[src/hw/rtl/dmc_pkg.sv]
// Shared constants, types and access codes for the direct-mapped data cache.
package dmc_pkg;

    localparam int CACHE_LINES   = 512;   // power of two, 2 to 4096
    localparam int MEMORY_DWORDS = 8192;  // 64 to 1048576

    localparam int IX_W   = $clog2(CACHE_LINES);
    localparam int MEM_AW = $clog2(MEMORY_DWORDS);
    localparam int TAG_W  = 20;
    localparam int DW_W   = 64;

    localparam logic ACT_READ  = 1'b0;
    localparam logic ACT_WRITE = 1'b1;

    localparam logic [1:0] SZ_BYTE  = 2'd0;
    localparam logic [1:0] SZ_HALF  = 2'd1;
    localparam logic [1:0] SZ_WORD  = 2'd2;
    localparam logic [1:0] SZ_DWORD = 2'd3;

    typedef struct packed {
        logic [1:0] size;
        logic [2:0] offset;
    } acc_ctl_t;

    typedef struct packed {
        logic             valid;
        logic             dirty;
        logic [TAG_W-1:0] tag;
    } tag_entry_t;

endpackage

[src/hw/rtl/dmc_align.sv]
// Big-endian lane shifter: extracts a load value and merges a store into one dword.
module dmc_align
    import dmc_pkg::*;
(
    input  acc_ctl_t        ctl,
    input  logic [DW_W-1:0] line_dword,
    input  logic [DW_W-1:0] store_data,
    output logic [DW_W-1:0] load_data,
    output logic [DW_W-1:0] merged
);

    logic [2:0]      nb_m1;
    logic [2:0]      off_a;
    logic [2:0]      bsh;
    logic [5:0]      sh;
    logic [DW_W-1:0] mask;
    logic [DW_W-1:0] mask_sh;

    always_comb begin
        unique case (ctl.size)
            SZ_BYTE: begin
                nb_m1 = 3'd0;
                mask  = 64'h0000_0000_0000_00FF;
            end
            SZ_HALF: begin
                nb_m1 = 3'd1;
                mask  = 64'h0000_0000_0000_FFFF;
            end
            SZ_WORD: begin
                nb_m1 = 3'd3;
                mask  = 64'h0000_0000_FFFF_FFFF;
            end
            SZ_DWORD: begin
                nb_m1 = 3'd7;
                mask  = 64'hFFFF_FFFF_FFFF_FFFF;
            end
            default: begin
                nb_m1 = 3'd0;
                mask  = 64'h0000_0000_0000_00FF;
            end
        endcase
        off_a     = ctl.offset & ~nb_m1;
        bsh       = 3'd7 - off_a - nb_m1;
        sh        = {bsh, 3'b000};
        mask_sh   = mask << sh;
        load_data = (line_dword >> sh) & mask;
        merged    = (line_dword & ~mask_sh) | ((store_data & mask) << sh);
    end

endmodule

[config.mk]
export PLATFORM = sky130hd
export DESIGN_NAME = dmc_align
export DESIGN_NICKNAME = d
export VERILOG_FILES = /design/src/hw/rtl/dmc_pkg.sv /design/src/hw/rtl/dmc_align.sv
export SDC_FILE = /design/constraint.sdc
export NUM_CORES = 1
export LEC_CHECK = 0
export ABC_CLOCK_PERIOD_IN_PS = 6800
export BUFFER_PORTS_ARGS = -buffer_cell sky130_fd_sc_hd__buf_2
export CORE_ASPECT_RATIO = 0.5
export CORE_MARGIN = 2
export CORE_UTILIZATION = 35
export DETAILED_ROUTE_END_ITERATION = 6
export GPL_ROUTABILITY_DRIVEN = 0
export MAX_ROUTING_LAYER = met4
export PLACE_DENSITY = 0.71
export SLEW_MARGIN = 20
export SYNTH_ARGS = -nofsm -noshare
export SYNTH_HDL_FRONTEND = slang
export SYNTH_SLANG_ARGS = --single-unit
[constraint.sdc]
create_clock -name vclk -period 6.8
set_input_delay 0.68 -clock vclk [all_inputs]
set_output_delay 0.68 -clock vclk [all_outputs]
set_load 0.03 [all_outputs]
==> results by group, run 1 <==
Run status
  • Status: completed

Final layout
  • Share of layout cells above drive strength 1: 43.8%
  • FFs & Latches: 0
  • Layout fillers: roughly 1000
  • Clkbuf count: 0
  • Synth-to-layout area growth: 37.5%
  • Final net count: approximately 850
  • Seq. cell area: 0 um^2
  • Antenna Cells: 0

Die
  • DIE AREA: roughly 0.011 mm^2
  • I/O pin cnt: around 260
  • Core area: between 0.009 and 0.01 mm^2
  • Die Ht: around 75 um
  • Die extent in x: between 100 and 150 um
  • Starting Density: a little under two fifths
  • Std cell rows: 25

Drt
  • Number of routed nets with antenna violations: 0
  • Vias: about 5400
  • Vias per cell: about 6.4
  • Initial drt markers: approximately 800
  • Pre-antenna DRT Iters: 5
  • Drt wl/cell: roughly 23 um
  • Post-Route WL: between 15000 and 20000 um
  • Drc violations: 0

Logic synthesis
  • Cell taking the most area after synthesis: mux2i_1
  • Top-area cell type share of the netlist area: 17.6%
  • Seq/Total Area, Yosys: 0%
  • Mapped cell area: approximately 0.0035 mm^2
  • Count leader, synth: mux2i_1
  • Mean Syn Cell Area: 7.16 um^2
  • Synth area leaders: mux2i_1 (18%), mux2_2 (7.6%), nor3_1 (5.8%), mux4_2 (5.1%), nand2_1 (4.9%)
  • Yosys warnings: 0
  • Post-synthesis cell count: ~500
  • Top cells by count, synth: mux2i_1 (62), nand2_1 (46), nor3_1 (41)
  • Library cells used by synthesis: 45
  • Syn_nets: about 630

Pwr
  • Power per cell area: approximately 140 mW/mm^2
  • Leak: about 0.0025 uW
  • Maximum vdd drop: approximately 0.045 mV

Placement
  • Port Buffers: between 200 and 300
  • DP HPWL: between 10000 and 15000 um
  • Dpl ws: 2.03 ns

Timing
  • Setup TNS: 0 ns
  • Final hold violation count: 0
  • Fin crit period: approximately 4.9 ns
  • Period utilization: just over 70%
  • Slew Limit Fails: 0
  • RSZ-0062 raised after global routing: false
  • F_max: about 0.21 GHz
  • Hold slack: 1.74 ns
  • Actual slew at the worst max-slew pin: 1.01 ns
  • Setup slack after layout: ~1.9 ns
  • Slew HR: around 32%
  • Final setup vio count: 0

Worst setup path
  • Startpoint Class: input pin
  • CP max FO: 56
  • Crit path kind: input pin to primary output
  • CP arrival: approximately 4.2 ns
  • Crit end category: primary output
  • Critical path required time: about 6.1 ns
  • Critical path launch point: ctl[4]

Clocking
  • Post-CTS Setup Bufs: 0
  • Post-CTS Resized: 0
  • Hold-fix buffers, CTS: 0

Global route
  • GRT overflow: 0
  • GRT Total Usage: 33.4%
  • Vias in the first global route: between 4000 and 5000
  • First-pass GRT wire length: between 20000 and 30000 um
  • Initial antenna violation count: 0
  • Largest net degree at the start of global routing: 57

Min path
  • Hold WC Path Type: input pin to primary output
  • Min-delay src: line_dword[23]
  • WHS Path Cells: 3

Run
  • Max Cap Viol: 0
==> cells by family (layout without fill, tap and decap cells) <==
family	after synthesis	count (layout)	share of synthesized area (%)
muxes	96	96	31.6
buffers and inverters	57	271	7.40
other	2	2	0.212
xor gates and xnor gates	3	3	0.956
AOI/OAI and AO/OA	141	141	32.4
adders and majority gates	2	2	0.708
and+or+nand+nor	193	193	26.8
==> metal layers <==
layer  global-route usage [%]  wire length [um]  vias up
met1                     47.3              8140     2524
met3                     5.45              2510       61
met2                     50.3              8290      450
li1                         -                 -     2371
met4                     7.23               503        0
met5                        -                 0        -
==> worst max-delay path: stages <==
cell     delay [ns]
buf_2          0.29
or2_2          0.40
ha_4           0.70
buf_4          0.65
nor2_1         0.36
buf_4          0.28
a32o_1         0.24
a221o_1        0.36
buf_2          0.18
==> power by group <==
part | internal [uW] | switching (uW) | leakage [uW]
sequential | 0 | 0 | 0
combinational | 233 | 466 | 0.00252
clock | 0 | 0 | 0
==> cells in the final DEF, fill, tap and decap left out, types with 18 or more instances in the layout <==
| master | count |
|---|---|
| buf_2 | 261 |
| a21oi_1 | 18 |
| and2_1 | 24 |
| nand3_1 | 18 |
| nor2_1 | 40 |
| nand2_1 | 46 |
| mux2_2 | 24 |
| nor3_1 | 41 |
| mux2i_1 | 62 |
==> cell type report <==
cell class,count,area [um^2],area share [%]
inverters,3,11.3,0.232
multi-input cells,437,3320,68.3
well taps,135,169,3.47
repair buffers,268,1360,28.0
==> stage by stage <==
stage	cells	util [%]	cell area, um^2	power [uW]
after floorplan	494	-	3530	471
after global placement	843	50.3	4850	681
after detailed placement	843	50.3	4850	684
after CTS	843	50.3	4850	685
after global routing	843	50.5	4860	730
final	843	50.5	4860	699
==> path summary, 6_finish.rpt <==
| path | endpoint | slack [ns] |
|---|---|---|
| max | merged[55] | 1.95 |
| min | merged[23] | 1.74 |
Power figures use the tool's default switching activity.
==> inputs of run 2 (changes only) <==
--- a/config.mk
+++ b/config.mk
@@ -5,7 +5,7 @@
 export SDC_FILE = /design/constraint.sdc
 export NUM_CORES = 1
 export LEC_CHECK = 0
-export ABC_CLOCK_PERIOD_IN_PS = 6800
+export ABC_CLOCK_PERIOD_IN_PS = 4200
 export BUFFER_PORTS_ARGS = -buffer_cell sky130_fd_sc_hd__buf_2
 export CORE_ASPECT_RATIO = 0.5
 export CORE_MARGIN = 2
@@ -13,7 +13,7 @@
 export DETAILED_ROUTE_END_ITERATION = 6
 export GPL_ROUTABILITY_DRIVEN = 0
 export MAX_ROUTING_LAYER = met4
-export PLACE_DENSITY = 0.71
+export PLACE_DENSITY = 0.74
 export SLEW_MARGIN = 20
 export SYNTH_ARGS = -nofsm -noshare
 export SYNTH_HDL_FRONTEND = slang
==> constraint.sdc (replaced) <==
create_clock -name vclk -period 4.2
set_input_delay 0.42 -clock vclk [all_inputs]
set_output_delay 0.42 -clock vclk [all_outputs]
set_load 0.03 [all_outputs]
==> run 2 against run 1 <==
Compared with the run above:
- the flow now finishes with violations (design-rule violations)
- sequential share of layout area is the same
- cell area is 1.4% higher
- hold slack got worse by 0.51 ns
- combinational power grew 63%
- non-clock buffer count grew 7
- core utilization grew 0.69 points
==> results by group, run 2 (synthesis results as in run 1) <==
Run status
  • Status: finished, violations left
  • Failing checks: design-rule violations

Timing
  • RSZ-0062 raised after global routing: false
  • Final hold violation count: 0 (unchanged)
  • Slew Limit Fails: 0 (unchanged)
  • Fin crit period: 3.27 ns
  • Period utilization: around 80%
  • Slew HR: 41.4% (+9.2 points)
  • Setup slack after layout: 0.935 ns (-1.01 ns)
  • Actual slew at the worst max-slew pin: 0.878 ns (-0.132 ns)
  • Final setup vio count: 0 (unchanged)
  • Setup TNS: 0 ns (unchanged)
  • F_max: just over 0.3 GHz

Run
  • Max Cap Viol: 0 (unchanged)

Min path
  • Hold WC Path Type: input pin to primary output
  • Min-delay src: line_dword[22]
  • WHS Path Cells: 3 (unchanged)
  • Hold EP: merged[22]

Global route
  • Largest net degree at the start of global routing: 77 (+35%)
  • Vias in the first global route: 4798 (+4.0%)
  • GRT overflow: 0 (unchanged)
  • Initial antenna violation count: 0 (unchanged)
  • GRT Total Usage: 33.0% (-0.42 points)
  • First-pass GRT wire length: 27400 um (-0.65%)

Final layout
  • Final cell count without fillers: 850 (+0.83%)
  • Synth-to-layout area growth: 39.4%
  • Clkbuf count: 0 (unchanged)
  • Most common cell after layout, fill and taps aside: buf_2
  • Multi-input logic area: 0.00331 mm^2 (-0.34%)
  • Share of layout cells above drive strength 1: 44.3% (+0.55 points)
  • Most frequent cells in the layout: buf_2 (261), mux2i_1 (62), nand2_1 (46), nor3_1 (41), nor2_1 (40)
  • Antenna Cells: 0 (unchanged)
  • Final net count: 852 (+0.83%)
  • Layout fillers: 1004 (+0.60%)
  • Seq. cell area: 0 um^2 (unchanged)
  • FFs & Latches: 0 (unchanged)

Clocking
  • Hold-fix buffers, CTS: 0 (unchanged)
  • Post-CTS Resized: 0 (unchanged)
  • Post-CTS Setup Bufs: 0 (unchanged)

Worst setup path
  • Slowest stage delay, CP: 0.52 ns (-0.18 ns)
  • CP max FO: 76 (+36%)
  • CP arrival: 2.85 ns (-1.32 ns)
  • Worst-path cell chain: buf_2 -> or2_2 -> ha_4 -> buf_12 -> nor2b_1 -> buf_4 -> a22oi_1 -> nor3_1 -> a211o_1 -> buf_2
  • Startpoint Class: input pin
  • Crit end category: primary output
  • Critical path required time: 3.78 ns (-2.34 ns)
  • CP max stage cell: ha_4
  • Most frequent CP cell: buf_2
  • Crit path kind: input pin to primary output

Drt
  • DR WL met2: 8250 um (-0.49%)
  • Vias per cell: 6.40 (-0.22%)
  • Number of routed nets with antenna violations: 0 (unchanged)
  • Drc violations: 1 (+1)
  • Initial drt markers: 874 (+11%)
  • Drt wl/cell: 22.5 um (-2.3%)
  • Length of routed wiring on met1: 7720 um (-5.2%)
  • Highest metal used: met4
  • Pre-antenna DRT Iters: 7 (+2)
  • Vias: 5439 (+0.61%)
  • WL met3: 2520 um (+0.32%)
  • Post-Route WL: 19200 um (-1.5%)

Placement
  • Dpl ws: 0.978 ns (-1.05 ns)
  • DP HPWL: 15100 um (+0.55%)
  • Port Buffers: 261 (unchanged)
  • Placed cells: 850 (+0.83%)

Pwr
  • Maximum vdd drop: 0.0803 mV (+80%)
  • Power per cell area: 231 mW/mm^2 (+60%)
  • Leak: 0.00256 uW (+1.7%)

Die
  • DIE AREA: 0.0110 mm^2 (unchanged)
  • Core area: 0.00963 mm^2 (unchanged)
  • Starting Density: 36.7% (unchanged)
  • Die extent in x: 146 um (unchanged)
  • Std cell rows: 25 (unchanged)
  • Die Ht: 75.1 um (unchanged)
  • I/O pin cnt: 261 (unchanged)
==> run 2: critical path, delay by kind of cell <==
kind | cells | cell delay (ns)
buffers and inverters | 4 | 0.95
AND/OR/NAND/NOR | 3 | 0.47
adder cells (fa/ha/maj) | 1 | 0.52
AO/OA/AOI/OAI | 2 | 0.46
==> run 2: cell type report <==
class / instances / area share [%]
multi-input cells: 437 / 67.2
repair buffers: 275 / 29.2
well taps: 135 / 3.43
inverters: 3 / 0.229
==> run 2: power breakdown <==
group	switching [uW]	internal (uW)
clock network	0	0
logic	751	386
registers	0	0
total	751	386
==> run 2: metal layers <==
metal / vias to the layer above / global-route usage [%]
met5: - / -
met4: 0 / 7.98
met3: 83 / 9.33
met2: 439 / 51.1
met1: 2539 / 43.0
li1: 2378 / -
==> run 2: worst max-delay path by stage <==
stage	to	slack, ns	depth (start not counted)	start
finish	merged[42]	0.93	10	ctl[4]
global route	merged[42]	0.83	10	ctl[4]
CTS	merged[41]	0.97	10	ctl[4]
detailed placement	merged[42]	0.98	10	ctl[4]
global placement	merged[41]	1.01	10	ctl[4]
floorplan	load_data[24]	0.57	11	ctl[4]
==> run 2: per-stage QoR <==
stage / utilization, % / total power, uW / area (um^2) / hold slack, ns
floorplan: - / 763 / 3530 / 1.06
global placement: 51.1 / 1110 / 4930 / 1.24
detailed placement: 51.1 / 1110 / 4930 / 1.24
CTS: 51.1 / 1120 / 4930 / 1.24
global route: 51.1 / 1190 / 4930 / 1.26
finish: 51.1 / 1140 / 4930 / 1.24
